`config.mk`:
```
export PLATFORM = sky130hd
export DESIGN_NAME = cwac_ctrl
export DESIGN_NICKNAME = d
export VERILOG_FILES = /design/src/design/cwac_pkg.sv /design/src/design/cwac_ctrl.sv
export SDC_FILE = /design/constraint.sdc
export NUM_CORES = 1
export LEC_CHECK = 0
export ABC_AREA = 1
export BUFFER_PORTS_ARGS = -buffer_cell sky130_fd_sc_hd__buf_4
export CORE_MARGIN = 2
export CORE_UTILIZATION = 39
export CTS_BUF_LIST = sky130_fd_sc_hd__clkbuf_8 sky130_fd_sc_hd__clkbuf_16
export CTS_CLUSTER_DIAMETER = 50
export DETAILED_ROUTE_END_ITERATION = 8
export GPL_TIMING_DRIVEN = 0
export HOLD_SLACK_MARGIN = 0.02
export SYNTH_ARGS = -nofsm -noshare
export SYNTH_HDL_FRONTEND = slang
export SYNTH_SLANG_ARGS = --single-unit
```
`constraint.sdc`:
```
create_clock -name clk -period 1.5 [get_ports clk]
set_input_delay 0.3 -clock clk [delete_from_list [all_inputs] [get_ports clk]]
set_output_delay 0.3 -clock clk [all_outputs]
set_load 0.005 [all_outputs]
```
`src/design/cwac_pkg.sv`:
```
// shared types, constants and lookup functions of the accent classifier
// used by cwac_ctrl, cwac_dp and the top level
`timescale 1ns / 1ps
package cwac_pkg;

  localparam int W          = 4;               // half window
  localparam int FULLW      = 2 * W + 1;
  localparam int NTREES     = 5;
  localparam int NODES      = 256;
  localparam int IDX_W      = 8;
  localparam int TADDR_W    = 11;
  localparam int TDEPTH     = NTREES * NODES;
  localparam int STEP_LIMIT = 200;
  localparam int STEP_W     = 8;
  localparam int FILL_W     = 4;
  localparam int CFG_AW     = 3;
  localparam int CFG_DW     = 9;

  localparam logic [1:0] REQ_TEXT  = 2'd0;
  localparam logic [1:0] REQ_NODE  = 2'd1;
  localparam logic [1:0] REQ_FLUSH = 2'd2;

  localparam logic [7:0] CH_SPACE = 8'h20;
  localparam logic [7:0] CH_PAD   = 8'h5F;
  localparam logic [7:0] CH_OTHER = 8'h2A;
  localparam logic [7:0] CH_DIGIT = 8'h30;

  localparam logic [2:0] SLOT_NONE = 3'd7;

  typedef struct packed {
    logic [7:0] ch;
    logic [3:0] offset;
    logic [8:0] left;
    logic [8:0] right;
    logic [1:0] label;
    logic       leaf;
  } node_t;

  typedef struct packed {
    logic latch;
    logic shift_text;
    logic shift_pad;
    logic pad_space;
    logic node_write;
    logic win_reset;
    logic walk_start;
    logic walk_step;
    logic emit;
    logic emit_last;
  } cmd_t;

  typedef struct packed {
    logic [1:0] req;
    logic       fill_full;
    logic       fill_zero;
    logic       center_vowel;
    logic       root_bad;
    logic       walk_end;
    logic       out_free;
  } stat_t;

  function automatic logic [7:0] norm_char(input logic [7:0] c);
    if (c == CH_SPACE || (c >= 8'd9 && c <= 8'd13)) return CH_SPACE;
    if (c >= 8'h30 && c <= 8'h39) return CH_DIGIT;
    if (c >= 8'h41 && c <= 8'h5A) return c + 8'd32;
    if (c >= 8'h61 && c <= 8'h7A) return c;
    if (c >= 8'd33 && c <= 8'd126) return CH_PAD;
    return CH_OTHER;
  endfunction

  function automatic logic [2:0] vowel_slot(input logic [7:0] c);
    case (c)
      8'h61: return 3'd0;
      8'h65: return 3'd1;
      8'h69: return 3'd2;
      8'h6F: return 3'd3;
      8'h75: return 3'd4;
      default: return SLOT_NONE;
    endcase
  endfunction

  function automatic logic [2:0] accent_count(input logic [2:0] slot);
    case (slot)
      3'd3, 3'd4: return 3'd4;
      default: return 3'd2;
    endcase
  endfunction

  function automatic logic [8:0] code_point(input logic [2:0] slot, input logic [1:0] lab,
                                            input logic upper);
    logic [8:0] cp;
    cp = 9'd0;
    case ({slot, lab})
      {3'd0, 2'd0}: cp = 9'h61;
      {3'd0, 2'd1}: cp = 9'hE1;
      {3'd1, 2'd0}: cp = 9'h65;
      {3'd1, 2'd1}: cp = 9'hE9;
      {3'd2, 2'd0}: cp = 9'h69;
      {3'd2, 2'd1}: cp = 9'hED;
      {3'd3, 2'd0}: cp = 9'h6F;
      {3'd3, 2'd1}: cp = 9'hF3;
      {3'd3, 2'd2}: cp = 9'hF6;
      {3'd3, 2'd3}: cp = 9'h151;
      {3'd4, 2'd0}: cp = 9'h75;
      {3'd4, 2'd1}: cp = 9'hFA;
      {3'd4, 2'd2}: cp = 9'hFC;
      {3'd4, 2'd3}: cp = 9'h171;
      default: cp = 9'd0;
    endcase
    // upper case sits 0x20 below, double acute one below
    if (upper && cp != 9'd0) begin
      if (lab == 2'd3) cp = cp - 9'd1;
      else cp = cp - 9'h20;
    end
    return cp;
  endfunction

endpackage

```
`src/design/cwac_ctrl.sv`:
```
// controller of the accent classifier: sequences shifts, tree walks and emits
// depends on cwac_pkg
`timescale 1ns / 1ps
module cwac_ctrl (
  input  logic            clk,
  input  logic            rst_n,
  input  logic            in_tvalid,
  output logic            in_tready,
  input  cwac_pkg::stat_t stat,
  output cwac_pkg::cmd_t  cmd
);

  typedef enum logic [6:0] {
    S_IDLE   = 7'b0000001,
    S_DISP   = 7'b0000010,
    S_FSHIFT = 7'b0000100,
    S_CENTER = 7'b0001000,
    S_READ   = 7'b0010000,
    S_EVAL   = 7'b0100000,
    S_EMIT   = 7'b1000000
  } state_t;

  state_t     state_r, state_nxt;
  logic [1:0] k_r, k_nxt;
  logic       flush_r, flush_nxt;

  assign in_tready = (state_r == S_IDLE);

  always_comb begin
    state_nxt = state_r;
    k_nxt     = k_r;
    flush_nxt = flush_r;
    cmd       = '0;
    cmd.pad_space = (k_r == 2'd0);
    cmd.emit_last = flush_r && (k_r == 2'(cwac_pkg::W - 1));
    case (state_r)
      S_IDLE: begin
        if (in_tvalid) begin
          cmd.latch = 1'b1;
          state_nxt = S_DISP;
        end
      end
      S_DISP: begin
        flush_nxt = 1'b0;
        state_nxt = S_IDLE;
        case (stat.req)
          cwac_pkg::REQ_TEXT: begin
            cmd.shift_text = 1'b1;
            if (stat.fill_full) state_nxt = S_CENTER;
          end
          cwac_pkg::REQ_NODE: cmd.node_write = 1'b1;
          cwac_pkg::REQ_FLUSH: begin
            if (stat.fill_zero) begin
              cmd.win_reset = 1'b1;
            end else begin
              k_nxt     = 2'd0;
              flush_nxt = 1'b1;
              state_nxt = S_FSHIFT;
            end
          end
          default: state_nxt = S_IDLE;
        endcase
      end
      S_FSHIFT: begin
        cmd.shift_pad = 1'b1;
        if (stat.fill_full) state_nxt = S_CENTER;
        else k_nxt = k_r + 2'd1;
      end
      S_CENTER: begin
        if (!stat.center_vowel) begin
          state_nxt = S_EMIT;
        end else begin
          cmd.walk_start = 1'b1;
          state_nxt = stat.root_bad ? S_EMIT : S_READ;
        end
      end
      S_READ: state_nxt = S_EVAL;
      S_EVAL: begin
        cmd.walk_step = 1'b1;
        state_nxt = stat.walk_end ? S_EMIT : S_READ;
      end
      S_EMIT: begin
        if (stat.out_free) begin
          cmd.emit = 1'b1;
          if (!flush_r) begin
            state_nxt = S_IDLE;
          end else if (k_r == 2'(cwac_pkg::W - 1)) begin
            cmd.win_reset = 1'b1;
            flush_nxt = 1'b0;
            state_nxt = S_IDLE;
          end else begin
            k_nxt = k_r + 2'd1;
            state_nxt = S_FSHIFT;
          end
        end
      end
      default: state_nxt = S_IDLE;
    endcase
  end

  always_ff @(posedge clk) begin
    if (!rst_n) begin
      state_r <= S_IDLE;
      k_r     <= 2'd0;
      flush_r <= 1'b0;
    end else begin
      state_r <= state_nxt;
      k_r     <= k_nxt;
      flush_r <= flush_nxt;
    end
  end

endmodule

```
==> summary.md <==
| Metric | Value |
|---|---|
| Status | `finished, violations left` |
| Failing checks | `setup timing` |
| PD cells | `692 mW/mm^2` |
| Via Count | `933` |
| Cell family with most CP delay | `flip-flops` |
| Initial antenna violation count | `0` |
| Cell count after synthesis | `133` |
| Instance area at placement | `0.00104 mm^2` |
| Layout fillers | `196` |
| HPWL Detailed | `1640 um` |
| Sequential share of the synthesized area | `23.5%` |
| Metal2 WL | `1180 um` |
| CP bufs+invs | `2` |
| Grt ovf | `0` |
| DRT Wirelength | `2180 um` |
| Worst hold path type | `in2reg` |
| Slew HR | `85.1%` |
| Distinct cell type count after synthesis | `26` |
| Die Y | `50.7 um` |
| Wire length on met3 | `86 um` |
| # H-tree levels | `1` |
| Vias per cell | `4.71` |
| Die Wd | `50.7 um` |
| Vias in the first global route | `911` |
| Crit path DAT | `1.27 ns` |
| CTS buffer count | `3` |
| Final Skew | `0.00174 ns` |
| Final period utilization | `105%` |
| Post-Syn Area | `852 um^2` |
| Final core occ | `64.1%` |
| Worst path cell trace | `nor2_4 > nand2_4 > inv_6 > nand2_4 > o32ai_2 > buf_4` |
| Global-route wire length before repair | `3670 um` |
| Worst-Skew Late Latency | `0.23 ns` |
| Most common cell after layout, fill and taps aside | `buf_4` |
| Final setup fails | `3` |
| RSZ-0062 raised after global routing | `true` |
| Gr usage total | `18.6%` |
| Final hold viol count | `0` |
| Met1 WL | `905 um` |
| Drt wl/cell | `11.0 um` |
| Root Buffer | `clkbuf_8` |
| WP data required | `1.20 ns` |
| Ports | `22` |
| Clock sinks | `10` |
| Die Area | `0.00257 mm^2` |
| Syn. warnings | `0` |
| Antenna diodes | `0` |
| Area grow syn2layout | `50.5%` |
| Worst Path Max Fanout | `5` |
| Final WS setup | `-0.0706 ns` |
| Fmax | `637 MHz` |
| Clock-pin slew of the registers on the worst-case setup and hold paths | `0.05 ns` |
| Drt initial violations | `9` |
| CTS tree | `done` |
| Worst vdd ir | `0.000423 V` |
| CTS max path bufs | `2` |
| Register bit total from synthesis | `10` |
| Worst path max stage delay | `0.33 ns` |
| Leakage | `0.699 nW` |
| Finished Cell Area | `0.00128 mm^2` |
| Slowest CP cell | `dfxtp_2` |
| Synthesized Nets | `146` |
| Startpoint types | `flop` |
| I/O Buffers | `21` |
| Area of the multi-input gates | `612 um^2` |
| Top Metal Used | `met4` |
| Rows | `16` |
| Avg Inst Size Synth | `6.41 um^2` |
| Largest net degree at the start of global routing | `9` |
| Final antenna-violating net count | `0` |
| Tmin final | `1.57 ns` |
| GPL Wtd Cong | `0.771` |
| Most frequent cells in the layout | `buf_4, nand2_1, inv_1, nor2_1, nand2_2` |
| Crit. End Element | `primary output` |
| Total iterations of the first detailed-routing run | `4` |
| Share of cells above drive strength 1 | `51.5%` |
| Core area | `0.00200 mm^2` |
| Worst Tran Pin Value | `0.221 ns` |
| Nets | `186` |
| Sequential cell area | `214 um^2` |
| Kind of critical path | `reg2out` |
| Final Max Tran Viols | `0` |
| Max Cap Viol | `0` |
| Most used cell along the critical path | `nand2_4` |
| DRC errors left | `0` |
| Setup TNS | `-0.145 ns` |
| Initial core utilization | `42.6%` |
==> synthesized netlist by cell type <==
cell	n	share of area, %
and3_1	1	0.73
nand2_4	2	2.6
nand2_1	28	12
nand3_1	6	3.5
o21ai_2	1	1.0
o211a_1	1	1.2
o22ai_1	1	0.73
o21ai_0	3	1.8
nor2_8	1	2.3
ha_1	2	2.9
o21a_1	1	0.88
nor2_1	20	8.8
nor2_4	5	6.6
nor2_2	5	3.7
a31oi_1	1	0.73
nand2_2	9	6.6
inv_4	1	0.73
or2_2	2	1.5
nor4_1	1	0.73
dfxtp_1	10	23
nand4_1	2	1.5
inv_1	20	8.8
inv_2	5	2.2
nor3_1	2	1.2
nand3_2	2	2.3
o32ai_1	1	1.0
==> worst min-delay path, delay by kind of cell <==
kind,cells,cell delay [ns]
buf+inv,2,0.16
simple gates,1,0.06
==> per-layer routing <==
metal	track usage [%]	vias to the layer above
li1	-	486
met1	20.2	423
met2	37.7	22
met3	2.68	2
met4	2.70	0
met5	0	-
==> stage by stage <==
step / setup WS, ns / total power, mW / hold WS [ns] / instances
after floorplan: 0.229 / 0.475 / 0.398 / 133
after global placement: 0.0261 / 0.551 / 0.521 / 181
after detailed placement: 0.0127 / 0.557 / 0.539 / 181
after CTS: -0.0890 / 0.868 / 0.321 / 194
after global routing: -0.152 / 0.941 / 0.350 / 198
final: -0.0706 / 0.887 / 0.318 / 198
==> timing repair <==
| item | in CTS | in global routing |
|---|---|---|
| endpoints found under the setup margin | 7 | 10 |
| pin swaps | 10 | 9 |
| setup buffers | 10 | 4 |
| hold buffers | 0 | 0 |
| gates resized for setup | 15 | 15 |
==> cell type report <==
cell class	count	area share, %
Multi-Input combinational cell	97	47.7
Timing Repair Buffer	35	21.4
Sequential cell	10	16.7
Inverter	26	8.39
Clock buffer	3	3.22
Tap cell	27	2.63
==> sequential cells by signal, summed over array words and instances, names as in the netlist <==
signal	count
k_r	2
flush_r	1
state_r	7
==> power breakdown <==
| part | total, mW | switching (mW) | internal (mW) | leakage (nW) |
|---|---|---|---|---|
| clock | 0.267 | 0.0922 | 0.175 | 0.0216 |
| sequential | 0.308 | 0.0231 | 0.285 | 0.0845 |
| combinational | 0.312 | 0.169 | 0.143 | 0.593 |
| total | 0.887 | 0.284 | 0.603 | 0.699 |
==> worst paths after layout <==
kind	slack, ns	end	startpoint	cells after the start
worst max-delay path	-0.07	cmd[4]	state_r[4]$_SDFFE_PN0P_	6
worst min-delay path	0.32	state_r[6]$_SDFFE_PN0P_	rst_n	3
worst max register to register	0.10	state_r[4]$_SDFFE_PN0P_	state_r[4]$_SDFFE_PN0P_	9
worst min register to register	0.54	k_r[0]$_SDFFE_PN0P_	k_r[0]$_SDFFE_PN0P_	2
==> logic make-up (layout without fill, tap and decap cells) <==
kind of cell / count (synthesis) / in the layout / share of synthesized area [%]
AO/OA/AOI/OAI: 9 / 9 / 7.34
buffers and inverters: 26 / 64 / 11.7
AND/OR/NAND/NOR: 86 / 86 / 54.5
flip-flops: 10 / 10 / 23.5
adder cells (fa/ha/maj): 2 / 2 / 2.94
No activity file was read; power rests on OpenSTA's default activity.
